<file path="config.mk">
export PLATFORM = sky130hd
export DESIGN_NAME = sine_tone_beep_generator_top
export DESIGN_NICKNAME = d
export VERILOG_FILES = /design/src/stbg_pkg.sv /design/src/stbg_div.sv /design/src/stbg_core.sv /design/src/sine_tone_beep_generator_top.sv
export SDC_FILE = /design/constraint.sdc
export NUM_CORES = 1
export LEC_CHECK = 0
export ABC_AREA = 1
export BUFFER_PORTS_ARGS = -buffer_cell sky130_fd_sc_hd__buf_2
export CAP_MARGIN = 20
export CORE_MARGIN = 5
export CORE_UTILIZATION = 40
export DETAILED_ROUTE_END_ITERATION = 12
export SETUP_SLACK_MARGIN = 0.1
export SLEW_MARGIN = 20
export SYNTH_ARGS = -nofsm -noshare
export SYNTH_HDL_FRONTEND = slang
export SYNTH_HIERARCHICAL = 1
export SYNTH_SLANG_ARGS = --single-unit
</file>
<file path="constraint.sdc">
create_clock -name clk -period 8.4 [get_ports clk]
set_input_delay 0.84 -clock clk [delete_from_list [all_inputs] [get_ports clk]]
set_output_delay 0.84 -clock clk [all_outputs]
set_load 0.01 [all_outputs]
</file>
<file path="src/stbg_pkg.sv">
// Types, constants and the sine sample table of the sine tone beep generator.
package stbg_pkg;

    localparam int TABLE_LEN  = 130;
    localparam int STORED_LEN = 130;
    localparam int IDX_W      = 8;
    localparam int CLK_W      = 28;
    localparam int FREQ_W     = 16;
    localparam int DUR_W      = 16;
    localparam int SAMPLE_W   = 12;
    localparam int CNT_W      = 32;

    localparam int DIVD_W     = 32;
    localparam int DIVS_W     = 25;
    localparam int DIV_STEPS  = 32;
    localparam int DIV_CNT_W  = 5;

    localparam int MS_PER_S   = 1000;

    localparam int PADDR_W    = 2;
    localparam int PDATA_W    = 32;
    localparam logic [PADDR_W-1:0]  REG_TIMER_CLOCK_ADDR = 2'd0;
    localparam logic [CLK_W-1:0]    CLOCK_RESET          = 28'd42000000;
    localparam logic [SAMPLE_W-1:0] FIRST_SAMPLE         = 12'd621;

    localparam logic [1:0] STAT_TICK      = 2'd0;
    localparam logic [1:0] STAT_ACCEPT    = 2'd1;
    localparam logic [1:0] STAT_BUSY      = 2'd2;
    localparam logic [1:0] STAT_ZERO_FREQ = 2'd3;

    typedef struct packed {
        logic              mode;
        logic [FREQ_W-1:0] tone_freq_hz;
        logic [DUR_W-1:0]  duration_ms;
    } in_t;

    typedef struct packed {
        logic [1:0]          status;
        logic [SAMPLE_W-1:0] dac_value;
        logic                dac_update;
        logic                playing;
    } out_t;

    typedef enum logic [1:0] {
        ST_IDLE,
        ST_DIV_PERIOD,
        ST_DIV_PASSES,
        ST_FINISH
    } state_t;

    typedef struct packed {
        logic              start;
        logic [DIVD_W-1:0] dividend;
        logic [DIVS_W-1:0] divisor;
    } div_req_t;

    typedef struct packed {
        logic              busy;
        logic              done;
        logic [DIVD_W-1:0] quotient;
    } div_rsp_t;

    localparam logic [SAMPLE_W-1:0] SINE_ROM [STORED_LEN] = '{
        12'd621, 12'd633, 12'd645, 12'd657, 12'd669, 12'd680, 12'd692, 12'd704, 12'd715, 12'd726,
        12'd737, 12'd747, 12'd758, 12'd767, 12'd777, 12'd786, 12'd795, 12'd803, 12'd811, 12'd819,
        12'd826, 12'd833, 12'd839, 12'd844, 12'd849, 12'd854, 12'd857, 12'd861, 12'd864, 12'd866,
        12'd867, 12'd868, 12'd869, 12'd869, 12'd868, 12'd867, 12'd865, 12'd862, 12'd859, 12'd856,
        12'd851, 12'd847, 12'd841, 12'd836, 12'd829, 12'd822, 12'd815, 12'd807, 12'd799, 12'd791,
        12'd782, 12'd772, 12'd763, 12'd752, 12'd742, 12'd731, 12'd720, 12'd709, 12'd698, 12'd686,
        12'd675, 12'd663, 12'd651, 12'd639, 12'd627, 12'd615, 12'd602, 12'd590, 12'd578, 12'd567,
        12'd555, 12'd543, 12'd532, 12'd521, 12'd510, 12'd499, 12'd489, 12'd479, 12'd469, 12'd460,
        12'd450, 12'd442, 12'd434, 12'd426, 12'd419, 12'd412, 12'd406, 12'd400, 12'd395, 12'd390,
        12'd386, 12'd382, 12'd379, 12'd376, 12'd375, 12'd373, 12'd373, 12'd372, 12'd373, 12'd374,
        12'd375, 12'd378, 12'd380, 12'd384, 12'd388, 12'd392, 12'd397, 12'd403, 12'd409, 12'd415,
        12'd422, 12'd430, 12'd438, 12'd446, 12'd455, 12'd464, 12'd474, 12'd484, 12'd494, 12'd504,
        12'd515, 12'd526, 12'd538, 12'd549, 12'd561, 12'd573, 12'd584, 12'd596, 12'd609, 12'd621
    };

    // Positions past the stored table fold back by one table length.
    function automatic logic [SAMPLE_W-1:0] sine_sample(input logic [IDX_W-1:0] pos);
        logic [IDX_W:0] wide;
        logic [IDX_W:0] folded;
        wide = {1'b0, pos};
        if (wide >= (IDX_W+1)'(STORED_LEN))
        begin
            folded = wide - (IDX_W+1)'(STORED_LEN);
        end
        else
        begin
            folded = wide;
        end
        return SINE_ROM[folded[IDX_W-1:0]];
    endfunction

endpackage

</file>
<file path="src/stbg_div.sv">
// Restoring divider, one quotient bit per cycle, shared by both request divisions.
module stbg_div (
    input  logic               clk,
    input  logic               rst_n,
    input  stbg_pkg::div_req_t req,
    output stbg_pkg::div_rsp_t rsp
);
    import stbg_pkg::*;

    logic                 busy_reg, busy_next;
    logic                 done_reg, done_next;
    logic [DIV_CNT_W-1:0] cnt_reg, cnt_next;
    logic [DIVD_W-1:0]    dvd_reg, dvd_next;
    logic [DIVS_W-1:0]    dvs_reg, dvs_next;
    logic [DIVS_W-1:0]    rem_reg, rem_next;

    logic [DIVS_W:0]      trial;
    logic [DIVS_W:0]      diff;
    logic                 fits;

    always_comb
    begin
        trial = {rem_reg, dvd_reg[DIVD_W-1]};
        diff  = trial - {1'b0, dvs_reg};
        fits  = (trial >= {1'b0, dvs_reg});
    end

    always_comb
    begin
        busy_next = busy_reg;
        done_next = 1'b0;
        cnt_next  = cnt_reg;
        dvd_next  = dvd_reg;
        dvs_next  = dvs_reg;
        rem_next  = rem_reg;
        if (req.start)
        begin
            busy_next = 1'b1;
            cnt_next  = DIV_CNT_W'(DIV_STEPS - 1);
            dvd_next  = req.dividend;
            dvs_next  = req.divisor;
            rem_next  = '0;
        end
        else if (busy_reg)
        begin
            // Shift the quotient bit into the dividend register as it empties.
            rem_next = fits ? diff[DIVS_W-1:0] : trial[DIVS_W-1:0];
            dvd_next = {dvd_reg[DIVD_W-2:0], fits};
            cnt_next = cnt_reg - DIV_CNT_W'(1);
            if (cnt_reg == '0)
            begin
                busy_next = 1'b0;
                done_next = 1'b1;
            end
        end
    end

    always_ff @(posedge clk or negedge rst_n)
    begin
        if (!rst_n)
        begin
            busy_reg <= 1'b0;
            done_reg <= 1'b0;
            cnt_reg  <= '0;
        end
        else
        begin
            busy_reg <= busy_next;
            done_reg <= done_next;
            cnt_reg  <= cnt_next;
        end
    end

    always_ff @(posedge clk)
    begin
        dvd_reg <= dvd_next;
        dvs_reg <= dvs_next;
        rem_reg <= rem_next;
    end

    assign rsp.busy     = busy_reg;
    assign rsp.done     = done_reg;
    assign rsp.quotient = dvd_reg;

endmodule

</file>
<file path="src/stbg_core.sv">
// Sequencer, tone state and output register of the sine tone beep generator.
module stbg_core (
    input  logic                           clk,
    input  logic                           rst_n,
    input  logic                           in_valid,
    output logic                           in_ready,
    input  stbg_pkg::in_t                  in_data,
    output logic                           out_valid,
    input  logic                           out_ready,
    output stbg_pkg::out_t                 out_data,
    input  logic [stbg_pkg::CLK_W-1:0]     timer_clock_hz,
    output stbg_pkg::div_req_t             div_req,
    input  stbg_pkg::div_rsp_t             div_rsp
);
    import stbg_pkg::*;

    state_t              state_reg, state_next;
    logic                out_valid_reg, out_valid_next;
    out_t                out_data_reg, out_data_next;
    logic [IDX_W-1:0]    sample_index_reg, sample_index_next;
    logic [CNT_W-1:0]    tick_count_reg, tick_count_next;
    logic [CNT_W-1:0]    sample_period_reg, sample_period_next;
    logic [CNT_W-1:0]    passes_left_reg, passes_left_next;
    logic                running_reg, running_next;
    logic [SAMPLE_W-1:0] held_sample_reg, held_sample_next;
    logic [FREQ_W-1:0]   freq_reg, freq_next;
    logic [DUR_W-1:0]    dur_reg, dur_next;
    logic [CNT_W-1:0]    period_hold_reg, period_hold_next;

    logic                out_free;
    logic                accept;
    logic                start_req;
    logic                update;
    logic [IDX_W:0]      idx_inc;
    logic                wrap;

    always_comb
    begin
        out_free  = !out_valid_reg || out_ready;
        accept    = in_valid && in_ready;
        start_req = accept && in_data.mode && !running_reg && (in_data.tone_freq_hz != '0);
        idx_inc   = {1'b0, sample_index_reg} + (IDX_W+1)'(1);
        wrap      = ({1'b0, idx_inc[IDX_W-1:0]} >= (IDX_W+1)'(TABLE_LEN));
    end

    // Next state.
    always_comb
    begin
        state_next = state_reg;
        case (state_reg)
            ST_IDLE:
            begin
                if (start_req)
                begin
                    state_next = ST_DIV_PERIOD;
                end
            end
            ST_DIV_PERIOD:
            begin
                if (div_rsp.done)
                begin
                    state_next = ST_DIV_PASSES;
                end
            end
            ST_DIV_PASSES:
            begin
                if (div_rsp.done)
                begin
                    state_next = ST_FINISH;
                end
            end
            ST_FINISH:
            begin
                if (out_free)
                begin
                    state_next = ST_IDLE;
                end
            end
            default:
            begin
                state_next = ST_IDLE;
            end
        endcase
    end

    // Sequencer outputs: handshake and divider requests.
    always_comb
    begin
        in_ready         = 1'b0;
        div_req.start    = 1'b0;
        div_req.dividend = DIVD_W'(timer_clock_hz);
        div_req.divisor  = {{(DIVS_W-FREQ_W){1'b0}}, in_data.tone_freq_hz} * DIVS_W'(TABLE_LEN);
        case (state_reg)
            ST_IDLE:
            begin
                in_ready      = out_free;
                div_req.start = start_req;
            end
            ST_DIV_PERIOD:
            begin
                div_req.start    = div_rsp.done;
                div_req.dividend = {{(DIVD_W-FREQ_W){1'b0}}, freq_reg}
                                 * {{(DIVD_W-DUR_W){1'b0}}, dur_reg};
                div_req.divisor  = DIVS_W'(MS_PER_S);
            end
            ST_DIV_PASSES:
            begin
                div_req.start = 1'b0;
            end
            ST_FINISH:
            begin
                div_req.start = 1'b0;
            end
            default:
            begin
                in_ready = 1'b0;
            end
        endcase
    end

    // Tone state and result register.
    always_comb
    begin
        sample_index_next  = sample_index_reg;
        tick_count_next    = tick_count_reg;
        sample_period_next = sample_period_reg;
        passes_left_next   = passes_left_reg;
        running_next       = running_reg;
        held_sample_next   = held_sample_reg;
        freq_next          = freq_reg;
        dur_next           = dur_reg;
        period_hold_next   = period_hold_reg;
        out_valid_next     = out_valid_reg && !out_ready;
        out_data_next      = out_data_reg;
        update             = 1'b0;

        if (accept && !in_data.mode)
        begin
            if (running_reg)
            begin
                if (tick_count_reg >= sample_period_reg)
                begin
                    tick_count_next  = '0;
                    held_sample_next = sine_sample(sample_index_reg);
                    update           = 1'b1;
                    if (wrap)
                    begin
                        sample_index_next = '0;
                        if (passes_left_reg == '0)
                        begin
                            running_next = 1'b0;
                        end
                        else
                        begin
                            passes_left_next = passes_left_reg - CNT_W'(1);
                        end
                    end
                    else
                    begin
                        sample_index_next = idx_inc[IDX_W-1:0];
                    end
                end
                else
                begin
                    tick_count_next = tick_count_reg + CNT_W'(1);
                end
            end
            out_valid_next           = 1'b1;
            out_data_next.status     = STAT_TICK;
            out_data_next.dac_value  = held_sample_next;
            out_data_next.dac_update = update;
            out_data_next.playing    = running_next;
        end
        else if (accept && in_data.mode)
        begin
            if (start_req)
            begin
                // Hold the request until both divisions are done.
                freq_next = in_data.tone_freq_hz;
                dur_next  = in_data.duration_ms;
            end
            else
            begin
                out_valid_next           = 1'b1;
                out_data_next.status     = running_reg ? STAT_BUSY : STAT_ZERO_FREQ;
                out_data_next.dac_value  = held_sample_reg;
                out_data_next.dac_update = 1'b0;
                out_data_next.playing    = running_reg;
            end
        end

        if ((state_reg == ST_DIV_PERIOD) && div_rsp.done)
        begin
            period_hold_next = div_rsp.quotient;
        end

        if ((state_reg == ST_FINISH) && out_free)
        begin
            sample_period_next       = period_hold_reg;
            passes_left_next         = div_rsp.quotient;
            tick_count_next          = '0;
            running_next             = 1'b1;
            out_valid_next           = 1'b1;
            out_data_next.status     = STAT_ACCEPT;
            out_data_next.dac_value  = held_sample_reg;
            out_data_next.dac_update = 1'b0;
            out_data_next.playing    = 1'b1;
        end
    end

    always_ff @(posedge clk or negedge rst_n)
    begin
        if (!rst_n)
        begin
            state_reg         <= ST_IDLE;
            out_valid_reg     <= 1'b0;
            sample_index_reg  <= '0;
            tick_count_reg    <= '0;
            sample_period_reg <= '0;
            passes_left_reg   <= '0;
            running_reg       <= 1'b0;
            held_sample_reg   <= FIRST_SAMPLE;
        end
        else
        begin
            state_reg         <= state_next;
            out_valid_reg     <= out_valid_next;
            sample_index_reg  <= sample_index_next;
            tick_count_reg    <= tick_count_next;
            sample_period_reg <= sample_period_next;
            passes_left_reg   <= passes_left_next;
            running_reg       <= running_next;
            held_sample_reg   <= held_sample_next;
        end
    end

    always_ff @(posedge clk)
    begin
        out_data_reg    <= out_data_next;
        freq_reg        <= freq_next;
        dur_reg         <= dur_next;
        period_hold_reg <= period_hold_next;
    end

    assign out_valid = out_valid_reg;
    assign out_data  = out_data_reg;

endmodule

</file>
<file path="src/sine_tone_beep_generator_top.sv">
// Top level of the sine tone beep generator: APB register, sequencer and divider.
// Each input transaction is a timer tick or a beep request, and each yields one
// result transaction. A tick, a busy rejection and a zero-frequency rejection
// are answered in the next cycle, so ticks stream at one per clock while the
// result side keeps up. An accepted request gets its result only after the
// sample period and the pass count come from two 32-step divisions on one
// shared restoring divider, and the block does not accept input meanwhile.
// The timer clock register sits at byte address 0 and reads back its value;
// write it only while no transaction is in flight.
module sine_tone_beep_generator_top (
    input  logic                           clk,
    input  logic                           rst_n,
    input  logic                           in_valid,
    output logic                           in_ready,
    input  stbg_pkg::in_t                  in_data,
    output logic                           out_valid,
    input  logic                           out_ready,
    output stbg_pkg::out_t                 out_data,
    input  logic                           psel,
    input  logic                           penable,
    input  logic                           pwrite,
    input  logic [stbg_pkg::PADDR_W-1:0]   paddr,
    input  logic [stbg_pkg::PDATA_W-1:0]   pwdata,
    output logic [stbg_pkg::PDATA_W-1:0]   prdata,
    output logic                           pready
);
    import stbg_pkg::*;

    logic [CLK_W-1:0] timer_clock_reg, timer_clock_next;
    logic             reg_write;
    div_req_t         div_req;
    div_rsp_t         div_rsp;

    always_comb
    begin
        reg_write        = psel && penable && pwrite && pready
                         && (paddr == REG_TIMER_CLOCK_ADDR);
        timer_clock_next = reg_write ? pwdata[CLK_W-1:0] : timer_clock_reg;
        prdata           = (paddr == REG_TIMER_CLOCK_ADDR) ? PDATA_W'(timer_clock_reg) : '0;
    end

    assign pready = 1'b1;

    always_ff @(posedge clk or negedge rst_n)
    begin
        if (!rst_n)
        begin
            timer_clock_reg <= CLOCK_RESET;
        end
        else
        begin
            timer_clock_reg <= timer_clock_next;
        end
    end

    stbg_div u_div (
        .clk     (clk),
        .rst_n   (rst_n),
        .req     (div_req),
        .rsp     (div_rsp)
    );

    stbg_core u_core (
        .clk            (clk),
        .rst_n          (rst_n),
        .in_valid       (in_valid),
        .in_ready       (in_ready),
        .in_data        (in_data),
        .out_valid      (out_valid),
        .out_ready      (out_ready),
        .out_data       (out_data),
        .timer_clock_hz (timer_clock_reg),
        .div_req        (div_req),
        .div_rsp        (div_rsp)
    );

endmodule

</file>
Yosys cells after proc, flatten, opt, wreduce, memory -nomap -nowiden
Memories as Yosys holds them, arrays and structs flattened.
Cells that the tools add are included.
{"block": "word_totals", "in_bits": 74, "output_inout_bits": 51, "reg_bits": 317, "rom_bits": 3072, "mem_count": 1}
{"block": "op_classes", "n_lt_le_gt_ge": 5, "n_eq_ne": 10, "n_addsub": 6, "bitwise": 3, "reduce_logical": 38, "n_mul": 2, "muxes": 56}
{"name": "(name not given)", "words": 256, "word_bits": 12, "rd": 1, "rd_clocked_by_memory_dff": 0, "wr": 0, "line": "stbg_pkg.sv:92", "rtl": "return SINE_ROM[folded[IDX_W-1:0]];"}
{"op": "$mux 32", "count": 12}
{"op": "$mux 57", "count": 1}
{"op": "$mux 12", "count": 4}
{"op": "$mux 15", "count": 3}
{"op": "$mux 8", "count": 5}
{"op": "$add 32x1->32 const B", "count": 1}
{"op": "$ge 32x32->1", "count": 1}
{"op": "$logic_not 32->1", "count": 1}
{"op": "$mul 16x16->32", "count": 1}
{"op": "$sub 32x1->32 const B", "count": 1}
{"op": "$mux 28", "count": 1}
{"op": "$ge 26x25->1", "count": 1}
{"op": "$mux 25", "count": 1}
{"op": "$sub 25x25->25", "count": 1}
{"op": "$mul 16x7->23 const B", "count": 1}
{"op": "$mux 1", "count": 20}
{"op": "$ge 8x8->1 const B", "count": 2}
{"op": "$reduce_bool 16->1", "count": 1}
{"op": "$mux 14", "count": 1}
{"op": "$reduce_bool 2->1", "count": 6}
{"op": "$logic_and 1x1->1", "count": 11}
{"op": "$mux 5", "count": 2}
{"op": "$ge 9x9->1 const B", "count": 1}
{"op": "$not 8->9", "count": 1}
{"op": "other kinds (22)", "count": 40}

Depth between registers and ports, before layout
Gate-level depths: netlist (run 1).
{"block": "logic_depth", "depth_word": 14, "depth_mapped": 31}

Cells and area by module
Netlist (run 1), hierarchy kept.
{"module": "stbg_core", "n_inst": 1, "cells_per_inst": 2802, "seq_area_each_um2": 5372.7, "area_each_um2": 21390.5}
{"module": "stbg_div", "n_inst": 1, "cells_per_inst": 784, "seq_area_each_um2": 2387.3, "area_each_um2": 5684.2}
{"module": "sine_tone_beep_generator_top", "n_inst": 1, "cells_per_inst": 191, "seq_area_each_um2": 711.9, "area_each_um2": 1485.2}

Least setup slack after synthesis (run 1)
OpenSTA, ideal clock, no wires.
{"block": "synth_path", "path_type": "reg-to-reg", "start": "reg u_core.freq_reg[0]", "end": "reg u_div.dvd_reg[24] (data pin)", "setup_ps": 253, "synth_period_minus_slack_ps": 5910, "required_ps": 8147, "t_arrival_ps": 5658, "slack_ps": 2490, "stages_incl_launch_ff": 24, "cell_sequence": "edfxtp_1 clkbuf_1 clkbuf_1 nand2_1 fa_1 fa_1 inv_1 fa_1 fa_1 fa_1 inv_1 fa_1 inv_1 ha_1 a21oi_1 o21ai_0 a21oi_1 nand3_1 a21o_1 or2_2 nand3_1 nand2_1 nand2_1 nand2_1"}
{"item": "start: declaration", "line": "stbg_core.sv:26", "rtl": "logic [FREQ_W-1:0] freq_reg, freq_next;"}
{"item": "start signal: assignment", "line": "stbg_core.sv:240", "rtl": "freq_reg <= freq_next;"}
{"item": "end signal: assignment", "line": "stbg_div.sv:76", "rtl": "dvd_reg <= dvd_next;"}
{"item": "end: declaration", "line": "stbg_div.sv:13", "rtl": "logic [DIVD_W-1:0] dvd_reg, dvd_next;"}

==> results.md, run 1 <==
* Final hold slack at 0.257 ns
* R2r endpoint: u_div/dvd_reg[24]$_DFFE_PP_
* WP data required at 8.70 ns
* Dpl cells at 4,712
* Crit path kind: reg2reg
* Clock root cell: clkbuf_16
* Via Count at 23,479
* TritonCTS clock tree: yes
* Fmax at 153 MHz
* Final Max Slew Viols at 0
* Die Area at 76,800 sq um
* Post-DP HPWL at 57,200 um
* Final Non-Filler Cells at 4,788
* Setup crit start: u_core/freq_reg[2]$_DFFE_PP_
* DR WL/cell at 15.8 um
* Mapped Area at 28,600 sq um
* Drt total wl at 75,700 um
* HP Class: in2async
* GRT overflow at 0
* # nets final at 4,285
* Via density at 4.90
* Worst path buffer plus inverter count at 3
* Origin of the critical flop-to-flop path: u_core/freq_reg[2]$_DFFE_PP_
* CP dominant cell by count: fa_1
* RSZ-0062 raised after global routing: false
* H-tree depth at 2
* TritonCTS buffer count at 41
* Largest net degree at the start of global routing at 103
* Critical Path AT at 6.86 ns
* Hold Vio Cnt, Final at 0
* Placer Congestion at 0.904
* Lkg Pwr at 16.3 nW
* Cell row count at 98
* Critical path endpoint category: register
* Antenna cells at 0
* Slew headroom at 33.8%
* Fin crit period at 6.55 ns
* Largest stage delay, worst path at 0.92 ns
* Setup TNS Final at 0 ns
* Tightest Pin Transition at 0.990 ns
* Syn Area/Cell at 7.56 sq um
* Mapped Cells at 3,776
* Die Span X at 277 um
* Worst-Skew Late Latency at 0.58 ns
* Die Y-Extent at 277 um
* Critical path, cell by cell: nand2_1, fa_1, fa_1, inv_1, fa_1, fa_1, fa_1, inv_1, fa_1, inv_1, ha_1, a21oi_1, o21ai_0, a21oi_1, nand3_1, a21o_1, or2_2, nand3_1, nand2_1, nand2_1, nand2_1
* Num ports at 125
* Hold buffer count at cts at 0
* Power per cell area at 259 nW/um^2
* Overall Global Routing Usage at 19.6%
* Delay-heaviest family, CP: adder cells
* Critical Path Source Type: register
* Slowest stage cell on the critical path: edfxtp_1
* Reg clk slew, reported paths at 0.06 ns
* Clk_skew at 0.0304 ns
* Filler Cell Count at 7,309
* Clock Sinks at 317
* Outcome: completed
* Initial antenna violation count at 1
* Clk buf depth at 3
* # port buffers at 115
* First-pass GRT wire length at 124,000 um
* Final cycle utilization of the critical path at 78.0%
* # Post-CTS Setup Buffers at 0
* Core ar. at 71,100 sq um
* Max_cap viols at 0
* Cells on worst reg2reg path at 21
* Initial core utilization at 40.1%
* Final Power at 8.06 mW
* Area growth, synth to finish at 9.07%
* Most common cell after layout, fill and taps aside: nand2_1
* Reg2Reg Setup Slack at 1.85 ns
* Iter 0 DRT Violations at 1,813
* Crit Path Max Fanout at 16
* VDD IR max at 0.000168 V
* Router iterations before antenna repair at 5
* Resize count post-CTS at 0
* Number of global-route vias before repair at 23,054
* DR DRC count at 0
* Ys Warns at 6
* Setup violators final at 0
* Antenna viol nets, final at 0
* Share of cells above drive strength 1 at 7.97%
* Commonest cells after routing, fill and taps aside: nand2_1, inv_1, nor2_1
[cell type report]
cell class                 count  area (sq um)  area share [%]
multi-input combinational   2579         16500            53.1
timing repair buffer         133           717            2.30
tap                          950          1190            3.82
sequential                   317          8470            27.2
inverter                     733          2750            8.83
clock buffer                  49          1080            3.46
clock inverter                27           389            1.25
[worst max-delay path by stage]
stage                                             end  slack (ns)  cells past startpoint
final                     u_div/dvd_reg[24]$_DFFE_PP_        1.85                     21
after floorplan           u_div/dvd_reg[24]$_DFFE_PP_        2.49                     23
after global routing      u_div/dvd_reg[29]$_DFFE_PP_        1.38                     26
after CTS                 u_div/dvd_reg[24]$_DFFE_PP_        1.83                     21
after global placement    u_div/dvd_reg[24]$_DFFE_PP_        1.87                     21
after detailed placement  u_div/dvd_reg[24]$_DFFE_PP_        1.84                     21
[metrics by stage]
| stage | setup WS [ns] | util, % | area, sq um |
|---|---|---|---|
| after floorplan | 2.49 | - | 28600 |
| final | 1.85 | 43.8 | 31100 |
| after global routing | 1.38 | 43.8 | 31100 |
| after global placement | 1.87 | 41.7 | 29700 |
| after CTS | 1.83 | 43.8 | 31100 |
| after detailed placement | 1.84 | 41.7 | 29700 |
[per-layer routing]
metal / GRT usage (%) / share of wire [%] / wire length [um]
met1: 28.1 / 47 / 35400
met2: 31.2 / 44 / 33400
met3: 3.52 / 6.7 / 5060
met4: 4.52 / 2.3 / 1750
met5: 0 / 0.021 / 16
[worst register-to-register path, delay by kind of cell (launching register included)]
family          cells  cell delay (ns)
simple gates        7             0.94
compound gates      4             0.82
flops               1             0.92
buf+inv             3             0.15
fa+ha+maj           7             3.47
[power by group]
group	switching (mW)	internal, mW	total (mW)
logic	2.46	1.22	3.68
clock network	0.732	1.17	1.90
registers	0.337	2.14	2.48
total	3.52	4.54	8.06
(Power assumes the default switching activity.)
==> inputs of run 2 (changes only) <==
==> constraint.sdc (replaced) <==
create_clock -name clk -period 6.2 [get_ports clk]
set_input_delay 0.62 -clock clk [delete_from_list [all_inputs] [get_ports clk]]
set_output_delay 0.62 -clock clk [all_outputs]
set_load 0.01 [all_outputs]
==> run 2 against run 1 <==
Critical path type unchanged. Highest routed layer is now met4. Power up 33%. Routed wire length increased by 0.53%. Die area stayed put.
==> results.md, run 2 (synthesized netlist as in run 1, its figures left out) <==
* Reg clk slew, reported paths at 0.06 ns (about the same)
* Via Count at 23,847 (+1.6%)
* Die Y-Extent at 277 um (unchanged)
* Hold buffer count at cts at 0 (unchanged)
* Setup TNS Final at 0 ns (unchanged)
* Final Non-Filler Cells at 4,888 (+2.1%)
* Slack of the critical path at 0.312 ns (-1.53 ns)
* Num ports at 125 (unchanged)
* TritonCTS clock tree: yes
* Antenna cells at 0 (unchanged)
* Power per cell area at 332 nW/um^2 (+28%)
* Post-Layout Inst Area at 32,400 sq um (+3.9%)
* Critical Path AT at 6.20 ns (-0.66 ns)
* GRT overflow at 0 (unchanged)
* Max_cap viols at 0 (unchanged)
* # nets final at 4,386 (+2.4%)
* Initial core utilization at 40.1% (unchanged)
* H-tree depth at 2 (unchanged)
* Die Area at 76,800 sq um (unchanged)
* Met2 GRT Util at 32.2% (+0.94 points)
* Via density at 4.88 (-0.51%)
* Largest net degree at the start of global routing at 107 (+3.9%)
* Dpl cells at 4,787 (+1.6%)
* Worst-Skew Late Latency at 0.58 ns (about the same)
* Met1 usage at 27.8% (-0.34 points)
* Antenna viol nets, final at 0 (unchanged)
* TritonCTS buffer count at 40 (-2.4%)
* Global routing's busiest layer: met2
* Final hold slack at 0.131 ns (-0.126 ns)
* Fmax at 170 MHz (+11%)
* # port buffers at 115 (unchanged)
* Lkg Pwr at 16.8 nW (+3.2%)
* Slew headroom at 32.0% (-1.7 points)
* Most common cell after layout, fill and taps aside: nand2_1
* Router iterations before antenna repair at 5 (unchanged)
* Final cycle utilization of the critical path at 95.0% (+17 points)
* Clk buf depth at 3 (unchanged)
* Cell row count at 98 (unchanged)
* Crit path kind: reg2reg
* VDD IR max at 0.000215 V (+28%)
* Drt total wl at 76,100 um (+0.53%)
* Clock Sinks at 317 (unchanged)
* HP Class: in2async
* WP data required at 6.51 ns (-2.19 ns)
* Final Max Slew Viols at 0 (unchanged)
* Number of global-route vias before repair at 23,466 (+1.8%)
* First-pass GRT wire length at 124,000 um (+0.17%)
* Hold Vio Cnt, Final at 0 (unchanged)
* Critical path endpoint category: register
* Commonest cells after routing, fill and taps aside: nand2_1, inv_1, nor2_1
* Placed cell area at 30,300 sq um (+2.1%)
* Met3 usage at 2.72% (-0.80 points)
* Area growth, synth to finish at 13.3%
* DP Worst Slack at -0.0292 ns (-1.87 ns)
* DR WL/cell at 15.6 um (-1.5%)
* DR DRC count at 0 (unchanged)
* RSZ-0062 raised after global routing: true
* Core ar. at 71,100 sq um (unchanged)
* Post-DP HPWL at 58,500 um (+2.3%)
* Setup violators final at 0 (unchanged)
* Share of cells above drive strength 1 at 12.7% (+4.7 points)
* Critical Path Source Type: register
* Die Span X at 277 um (unchanged)
* Fin crit period at 5.89 ns (-0.667 ns)
* Final Power at 10.7 mW (+33%)
* Outcome: completed
* Clock root cell: clkbuf_16
* Final Util at 45.5% (+1.7 points)
* Initial antenna violation count at 0 (-1)
* Tightest Pin Transition at 1.02 ns (+0.0261 ns)
* Placer Congestion at 0.913 (+1.0%)
* Crit Path Max Fanout at 5 (-11)
* Iter 0 DRT Violations at 1,887 (+4.1%)
* Clk_skew at 0.0228 ns (-0.00760 ns)
* Filler Cell Count at 7,193 (-1.6%)
* Overall Global Routing Usage at 19.6% (-0.080 points)
run 2: critical path, cell delays in order, from the launching register on:
cell and delay [ns]:
edfxtp_1 0.43, buf_6 0.17, buf_4 0.11, buf_4 0.12
nand2_1 0.08, fa_1 0.57, fa_2 0.45, fa_2 0.40
fa_1 0.55, inv_1 0.05, fa_1 0.47, inv_1 0.05
fa_1 0.53, inv_1 0.06, ha_4 0.24, nand2_1 0.06
nand2_1 0.14, a21boi_1 0.19, nand2_1 0.12, a31oi_2 0.18
inv_1 0.11, a31oi_2 0.15, xnor2_1 0.14, nand2_1 0.08
nand2_1 0.06, nand2_1 0.06, nand2_1 0.05
run 2: repair_timing:
action | 4_1_cts | 5_1_grt
cloned | 0 | 1
endpoints found under the setup margin | 10 | 18
pin swaps | 7 | 72
buffers inserted | 7 | 19
resized for setup | 16 | 112
run 2: worst paths after layout:
| path | cells after the start | slack [ns] | end | startpoint |
|---|---|---|---|---|
| worst max-delay path | 26 | 0.31 | u_div/dvd_reg[18]$_DFFE_PP_ | u_core/freq_reg[7]$_DFFE_PP_ |
| worst min-delay path | 1 | 0.13 | u_core/sample_index_reg[7]$_DFFE_PN0P_ | rst_n |
| worst max register to register | 26 | 0.31 | u_div/dvd_reg[18]$_DFFE_PP_ | u_core/freq_reg[7]$_DFFE_PP_ |
| worst min register to register | 2 | 0.45 | u_core/sample_period_reg[0]$_DFFE_PN0P_ | u_core/period_hold_reg[0]$_DFFE_PP_ |
| max in group asynchronous | 2 | 4.96 | timer_clock_reg[12]$_DFFE_PN1P_ | rst_n |
| min in group clk | 1 | 0.22 | u_core/dur_reg[11]$_DFFE_PP_ | in_data[11] |
run 2: report_power, final:
part | total (mW) | internal (mW) | leakage [nW] | switching, mW
clock network | 2.39 | 1.42 | 0.643 | 0.976
registers | 3.37 | 2.91 | 3.39 | 0.462
logic | 4.97 | 1.66 | 12.8 | 3.31
total | 10.7 | 5.98 | 16.8 | 4.75
run 2: layer usage:
layer,vias up,routed length (um)
met4,0,1520
met3,79,3990
met2,574,34700
met5,-,0
met1,11210,35900
li1,11984,-
run 2: final cells by class:
cell class | count | area, sq um | area share [%]
clock buffers | 50 | 1080 | 3.33
clock inverters | 24 | 275 | 0.851
inverters | 733 | 2750 | 8.50
multi-input cells | 2579 | 17000 | 52.5
flip-flops and latches | 317 | 8470 | 26.2
well taps | 950 | 1190 | 3.67
repair buffers | 235 | 1600 | 4.93
